### src/hw/rtl/u8d_pkg.sv
// Shared types and constants for the UTF-8 stream decoder.
`timescale 1ns / 1ps

package u8d_pkg;

	localparam int unsigned ByteW   = 8;
	localparam int unsigned CpW     = 21;
	localparam int unsigned LenW    = 3;
	localparam int unsigned StatusW = 2;

	// Result status codes.
	localparam logic [StatusW-1:0] ST_MORE    = 2'd0;
	localparam logic [StatusW-1:0] ST_DONE    = 2'd1;
	localparam logic [StatusW-1:0] ST_ILLEGAL = 2'd2;

	// Bounds on the partial value after the first continuation byte.
	localparam logic [CpW-1:0] Min3Partial = 21'h000020;
	localparam logic [CpW-1:0] Min4Partial = 21'h000010;
	localparam logic [CpW-1:0] Max4Partial = 21'h00010F;

	typedef struct packed {
		logic [1:0]      bytes_left;
		logic [CpW-1:0]  partial_value;
		logic [LenW-1:0] seq_length;
	} dec_state_t;

	typedef struct packed {
		logic [StatusW-1:0] status;
		logic [CpW-1:0]     code_point;
		logic [LenW-1:0]    char_len;
	} dec_result_t;

	localparam dec_state_t IdleState = '{bytes_left: 2'd0, partial_value: '0, seq_length: '0};

endpackage

### src/hw/rtl/u8d_step.sv
// Per-byte decode logic: next decoder state and the result for one byte.
`timescale 1ns / 1ps

module u8d_step
	import u8d_pkg::*;
(
	input  logic [ByteW-1:0] data_byte,
	input  dec_state_t       cur_state,
	output dec_state_t       nxt_state,
	output dec_result_t      result
);

	logic [CpW-1:0] shifted;
	logic           is_cont;
	logic           overlong3;
	logic           range4;

	assign shifted = {cur_state.partial_value[CpW-7:0], data_byte[5:0]};
	// A zero byte never has the continuation form, so this covers that case too.
	assign is_cont = (data_byte[7:6] == 2'b10);
	assign overlong3 = (cur_state.bytes_left == 2'd2) && (cur_state.seq_length == 3'd3)
		&& (shifted < Min3Partial);
	assign range4 = (cur_state.bytes_left == 2'd3)
		&& ((shifted < Min4Partial) || (shifted > Max4Partial));

	always_comb begin
		nxt_state = IdleState;
		result    = '{status: ST_ILLEGAL, code_point: '0, char_len: '0};
		if (cur_state.bytes_left == 2'd0) begin
			if (data_byte inside {[8'h00:8'h7F]}) begin
				result = '{status: ST_DONE, code_point: CpW'(data_byte), char_len: 3'd1};
			end else if (data_byte inside {[8'hC2:8'hDF]}) begin
				nxt_state = '{bytes_left: 2'd1, partial_value: CpW'(data_byte[4:0]),
					seq_length: 3'd2};
				result.status = ST_MORE;
			end else if (data_byte inside {[8'hE0:8'hEF]}) begin
				nxt_state = '{bytes_left: 2'd2, partial_value: CpW'(data_byte[3:0]),
					seq_length: 3'd3};
				result.status = ST_MORE;
			end else if (data_byte inside {[8'hF0:8'hF7]}) begin
				nxt_state = '{bytes_left: 2'd3, partial_value: CpW'(data_byte[2:0]),
					seq_length: 3'd4};
				result.status = ST_MORE;
			end
		end else if (is_cont && !overlong3 && !range4) begin
			if (cur_state.bytes_left == 2'd1) begin
				result = '{status: ST_DONE, code_point: shifted,
					char_len: cur_state.seq_length};
			end else begin
				nxt_state = '{bytes_left: cur_state.bytes_left - 2'd1,
					partial_value: shifted, seq_length: cur_state.seq_length};
				result.status = ST_MORE;
			end
		end
	end

endmodule

### src/hw/rtl/utf8_stream_decoder_top.sv
// Top level of the UTF-8 stream decoder: input register, decode step, result register.
// An accepted byte waits in the input register until the output register can take its result.
// Throughput: one byte per cycle unless the output stalls.
// The decoder state feeds back through the single decode step.
// A stalled output holds its result while one more byte waits in the input register.
// Reset (arst_n low, asynchronous) empties both registers and returns the decoder to idle.
`timescale 1ns / 1ps

module utf8_stream_decoder_top
	import u8d_pkg::*;
(
	input  logic                clk,
	input  logic                arst_n,
	input  logic                in_valid,
	output logic                in_ready,
	input  logic [ByteW-1:0]    in_byte,
	output logic                out_valid,
	input  logic                out_ready,
	output logic [StatusW-1:0]  status,
	output logic [CpW-1:0]      code_point,
	output logic [LenW-1:0]     char_len
);

	// Input register stage. It holds one accepted byte until the decode step
	// can hand its result to the output register.
	logic             valid_s1;
	logic [ByteW-1:0] byte_s1;

	// Decoder state, advanced once for every byte that moves to the output.
	dec_state_t  state_q;
	dec_state_t  state_nxt;
	dec_result_t res_nxt;

	// Output register stage.
	logic        out_valid_q;
	dec_result_t res_q;

	// A byte moves from the input register into the output register when the
	// output register is empty or its transaction completes in this cycle.
	logic out_move;

	assign out_move = valid_s1 && (!out_valid_q || out_ready);
	assign in_ready = !valid_s1 || out_move;

	u8d_step u_step (
		.data_byte (byte_s1),
		.cur_state (state_q),
		.nxt_state (state_nxt),
		.result    (res_nxt)
	);

	always_ff @(posedge clk or negedge arst_n) begin
		if (!arst_n) begin
			valid_s1 <= 1'b0;
		end else if (in_ready) begin
			valid_s1 <= in_valid;
		end
	end

	always_ff @(posedge clk) begin
		if (in_valid && in_ready) begin
			byte_s1 <= in_byte;
		end
	end

	// The state only updates when its byte's result is committed, so a
	// stall on the output leaves it untouched.
	always_ff @(posedge clk or negedge arst_n) begin
		if (!arst_n) begin
			state_q     <= IdleState;
			out_valid_q <= 1'b0;
		end else begin
			if (out_move) begin
				state_q     <= state_nxt;
				out_valid_q <= 1'b1;
			end else if (out_ready) begin
				out_valid_q <= 1'b0;
			end
		end
	end

	always_ff @(posedge clk) begin
		if (out_move) begin
			res_q <= res_nxt;
		end
	end

	assign out_valid  = out_valid_q;
	assign status     = res_q.status;
	assign code_point = res_q.code_point;
	assign char_len   = res_q.char_len;

endmodule

### config.mk
export PLATFORM = sky130hd
export DESIGN_NAME = utf8_stream_decoder_top
export DESIGN_NICKNAME = d
export VERILOG_FILES = /design/src/hw/rtl/u8d_pkg.sv /design/src/hw/rtl/u8d_step.sv /design/src/hw/rtl/utf8_stream_decoder_top.sv
export SDC_FILE = /design/constraint.sdc
export NUM_CORES = 1
export LEC_CHECK = 0
export BUFFER_PORTS_ARGS = -buffer_cell sky130_fd_sc_hd__buf_2
export CAP_MARGIN = 15
export CORE_MARGIN = 10
export CORE_UTILIZATION = 55
export CTS_CLUSTER_SIZE = 25
export DETAILED_ROUTE_END_ITERATION = 6
export PLACE_DENSITY = 0.9
export SLEW_MARGIN = 0
export SYNTH_ARGS = -nofsm -noshare
export SYNTH_HDL_FRONTEND = slang
export SYNTH_SLANG_ARGS = --single-unit
### constraint.sdc
create_clock -name clk -period 3.3 [get_ports clk]
set_input_delay 0.66 -clock clk [delete_from_list [all_inputs] [get_ports clk]]
set_output_delay 0.66 -clock clk [all_outputs]
set_load 0.01 [all_outputs]
==> results of run 1 <==
-- area by class of cell --
class / instances / share of cell area, %
tap: 52 / 2.38
sequential: 56 / 57.5
multi-input combinational: 110 / 27.9
clock buffer: 5 / 2.52
timing repair buffer: 42 / 7.96
inverter: 7 / 0.961
clock inverter: 3 / 0.778
-- path summary, 6_finish.rpt --
path	to	cells after the start	start	slack, ps
worst max-delay path	status[0]	5	state_q[8]	790
worst min-delay path	state_q[5]	1	arst_n	300
worst max register to register	status[0]	5	state_q[8]	790
worst min register to register	out_valid	1	valid_s1	500
max in group asynchronous	state_q[6]	1	arst_n	2650
min in group clk	out_valid	1	valid_s1	500
-- through the flow --
step | worst slack [ps] | power, mW | hold WS [ps] | instances
floorplan | 782 | 1.02 | 364 | 181
global placement | 841 | 1.09 | 469 | 267
detailed placement | 795 | 1.10 | 480 | 267
CTS | 789 | 1.46 | 314 | 275
global route | 717 | 1.53 | 314 | 275
finish | 787 | 1.45 | 301 | 275
-- logic make-up after synthesis --
family | synth area share [%]
and+or+nand+nor | 16.3
buffers and inverters | 3.27
adders and majority gates | 2.07
AOI/OAI and AO/OA | 11.2
muxes | 1.71
xor gates and xnor gates | 0.363
DFF | 65.1
-- critical path, cell delays in order, from the launching register on --
cell and delay [ps]:
dfrtp_1 420, or4_1 560, or3_4 400, or3_4 410, and4_4 280, or2_1 220
-- synthesized netlist by cell type, types with 3 or more instances --
library cell	count	area, µm²
and2_1	18	113
nand2_1	11	41.3
ha_1	4	50.1
or4_1	3	22.5
dfrtp_1	22	551
inv_1	7	26.3
mux2i_1	3	30.0
clkbuf_1	4	15.0
nor2_1	7	26.3
a21oi_1	6	30.0
nand3_1	7	35.0
o21a_1	6	45.0
nand2b_1	3	18.8
buf_6	3	33.8
edfxtp_1	34	1020
a22o_1	11	96.3
-- registers in the layout, summed over array words and instances (netlist names) --
register / count
valid_s1: 1
code_point: 21
out_valid: 1
state_q: 20
status: 2
char_len: 3
byte_s1: 8
-- metal layers --
metal | GRT usage, % | part of all wire (%) | vias up
met3 | 3.66 | 7.1 | 9
li1 | - | - | 749
met2 | 21.4 | 52 | 69
met4 | 7.36 | 2.2 | 0
met5 | 0 | 0 | -
met1 | 14.5 | 39 | 775
-- power by group --
group / total, mW / switching [mW] / internal, mW / leakage (nW)
Sequential: 0.856 / 0.0456 / 0.811 / 0.629
Combinational: 0.227 / 0.132 / 0.0949 / 0.513
Clock: 0.368 / 0.217 / 0.151 / 0.0445
Total: 1.45 / 0.395 / 1.06 / 1.19
==> metrics.txt, run 1 <==
GPL Wtd Cong 0.888; unrepaired setup endpoints after global routing false; Max IR drop VDD 0.302 mV; Clock Tree Root clkbuf_8; die width 86.2 µm; status finished, final reports clean; vias in the first global route 1646; cell count after synthesis 181; fin util 63.7%; Die ar. 0.00744 mm²; final WL 4.63 mm; nets 238; leakage 1.19 nW; fmax 398 MHz; final instance area 0.00273 mm²; Setup violations, final 0; DRC viols 0; Post-CTS Repair Setup Buffers 0; number of routed nets with antenna violations 0; Die Y 86.2 µm; Slew @ Worst Pin 561 ps; most frequent cells in the layout buf_2, edfxtp_1, dfrtp_1; critical path class reg -> reg; Initial DRC Count 156; Startpoint Class flip-flop; WL per Instance 16.8 µm; # diodes 0; Initial Utilization 56.2%; CTS max path bufs 2; # IOs 40; P&R area growth vs syn 13.3%; first-pass GRT wire length 7.63 mm; Max Cap Viol 0; Crit. End Element flip-flop; GRT Residual Overflow 0; First-pass DRT Iterations 4; Multi-input gate area 763 µm²; IO buf count 39; area of the mapped netlist 0.00241 mm²; vias per cell 5.83; DR vias 1602; cts hold-fix bufs 0; ys flop type edfxtp_1; Setup TNS Final 0 ps; syn nets 197; CTS-repair resized insts 0; Synth cell types 43; fraction of registers with async set/reset 39.3%; critical path peak fanout 25; clock sinks 56; register area share after synthesis 65.1%; CTS clk-pin slew, worst paths 100 ps; Syn. warnings 0; initial antenna violation count 0; average size of a mapped cell 13.3 µm²; largest net degree at the start of global routing 26; flop and latch count out of synthesis 56; share of cells above drive strength 1 25.1%; Sequential Area 0.00157 mm²; CTS tree done; Power Density 531 mW/mm²; Final Hold Vio Count 0; final period utilization 76.1%; Period minus WS final 2510 ps; Final Skew 11.0 ps; total track usage 12.9%; Max-slew headroom 62.4%; Post-synth EDFFs 34; H-Tree Depth 2; placed wire-length estimate 3.48 mm; placed cell areas 0.00264 mm²; Arr. time, crit path 2590 ps; core area 0.00429 mm²; Fill cells 323; CTS buffer count 5; most common cell after layout, fill and taps aside buf_2; Req. time, crit path 3380 ps; Clk Latency, worst-skew pair 310 ps; fin. max-slew vios 0; Hold WC Path Type in -> async; row count 24
(Power assumes the default switching activity.)
==> run 2: changes to the inputs <==
Settings changed: CORE_UTILIZATION 55 to 50, PLACE_DENSITY 0.9 to 0.87.
Clock period 3.3 ns to 2.3 ns, I/O delays scaled along.
==> run 2 against run 1 <==
Net effect:
- the run now ends with setup timing left
- worst setup slack worse by 850 ps
- sequential cell count stayed put
- register-to-register slack worse by 850 ps
- combinational power is 74% higher
- worst hold slack worse by 200 ps
- count of clock-buffer cells in the layout is 1 higher
- die area is 7.6% higher
- wire length is 12% higher
- first-iteration DRC count is 16% lower
- critical endpoint unchanged
==> metrics.txt, run 2 (synthesis gave the netlist of run 1 again) <==
Final Power 2.36 mW; Req. time, crit path 2380 ps; CTS tree done; largest net degree at the start of global routing 23; IO buf count 39; R2R Path Start state_q[8]; reg2reg end status[0]; Final Skew 10.2 ps; fmax 423 MHz; most frequent cells in the layout buf_2, edfxtp_1, dfrtp_1; nets 258; Final Hold Vio Count 0; initial antenna violation count 0; vias per cell 5.70; Clk Latency, worst-skew pair 320 ps; number of routed nets with antenna violations 0; die width 89.5 µm; CTS max path bufs 2; Initial DRC Count 131; DRC viols 0; row count 25; placed wire-length estimate 3.52 mm; Die Y 89.5 µm; Slew @ Worst Pin 618 ps; Power Density 796 mW/mm²; leakage 1.32 nW; Initial Utilization 51.4%; # diodes 0; Arr. time, crit path 2450 ps; CTS buffer count 5; final period utilization 103%; CTS clk-pin slew, worst paths 100 ps; WL per Instance 17.4 µm; crit-path cells or4_4 -> or3_4 -> or3_4 -> and4_4 -> or2_1; unrepaired setup endpoints after global routing true; First-pass DRT Iterations 4; GRT Residual Overflow 0; vias in the first global route 1723; total track usage 13.8%; Max IR drop VDD 0.441 mV; critical path peak fanout 7; GPL Wtd Cong 0.871; fin util 63.3%; Startpoint Class flip-flop; CP max stage delay 540 ps; flop-to-flop setup slack -70 ps; failing checks setup timing; # IOs 40; Die ar. 0.00801 mm²; Crit. End Element flip-flop; fin. max-slew vios 0; core area 0.00469 mm²; fin cells 297; most common cell after layout, fill and taps aside buf_2; post-placement setup slack -106 ps; DP Cell Count 285; clock sinks 56; status complete, but fails checks; most frequent CP cell or3_4; Period minus WS final 2370 ps; Setup WS post-layout -66.9 ps; Clock Tree Root clkbuf_8; final WL 5.17 mm; Setup violations, final 27; H-Tree Depth 2; max reg flops 21; Reg2Reg Depth 5; DR vias 1692; critical path class reg -> reg; share of cells above drive strength 1 34.6%; Max Cap Viol 0; Max-slew headroom 58.8%; CP max-delay cell or4_4; P&R area growth vs syn 23.0%; Hold WC Path Type in -> async; first-pass GRT wire length 8.55 mm
==> run 2: cell count changes in the layout (fill, tap and decap cells not counted), sizes merged <==
cell      change
inv           -1
clkbuf        +1
buf          +18
clkinvlp      -1
bufinv        +2
and4          +2
clkinv        -1
==> run 2: final cells by class <==
cell class / count / area [µm²]
inverter: 7 / 26.3
multi-input combinational: 112 / 818
clock buffer: 6 / 72.6
timing repair buffer: 60 / 353
sequential: 56 / 1570
fill: 355 / 1720
tap: 54 / 67.6
clock inverter: 2 / 60.1
==> run 2: worst max path at each step <==
stage	start	slack, ps	depth (start not counted)	end
finish	state_q[8]	-70	5	status[0]
detailed placement	state_q[11]	-110	5	status[0]
global placement	state_q[8]	-70	5	status[0]
global route	state_q[8]	-120	5	status[0]
CTS	state_q[8]	-60	5	status[0]
floorplan	state_q[11]	-180	7	code_point[0]
==> run 2: worst max-delay path: cells and delay by family, from the launching register on <==
family | cells | cell delay [ps]
AND/OR/NAND/NOR | 5 | 1760
flip-flops | 1 | 390
==> run 2: stage by stage <==
stage | setup TNS (ps) | hold WS (ps) | cell area, µm²
final | -723 | 102 | 2970
after global routing | -2090 | 125 | 2970
after CTS | -399 | 123 | 2950
after detailed placement | -1380 | 470 | 2770
after global placement | -472 | 456 | 2770
after floorplan | -3310 | 164 | 2410
==> run 2: where the power goes <==
part | internal (mW) | switching [mW]
Sequential | 1.16 | 0.0577
Clock | 0.435 | 0.313
Combinational | 0.176 | 0.220
Total | 1.77 | 0.590
==> run 2: repair_timing <==
item	4_1_cts	5_1_grt
hold endpoints to repair	0	0
hold buffers	0	0
gates cloned	2	0
gates resized for setup	7	5
setup buffers	1	1
pin swaps	2	2
setup endpoints to repair	25	39
==> run 2: metal layers <==
metal,global-route usage [%],vias to the layer above,routed length [µm]
li1,-,793,-
met1,17.0,808,2180
met2,22.4,79,2430
met3,4.10,12,438
met4,4.91,0,111
met5,0,-,0
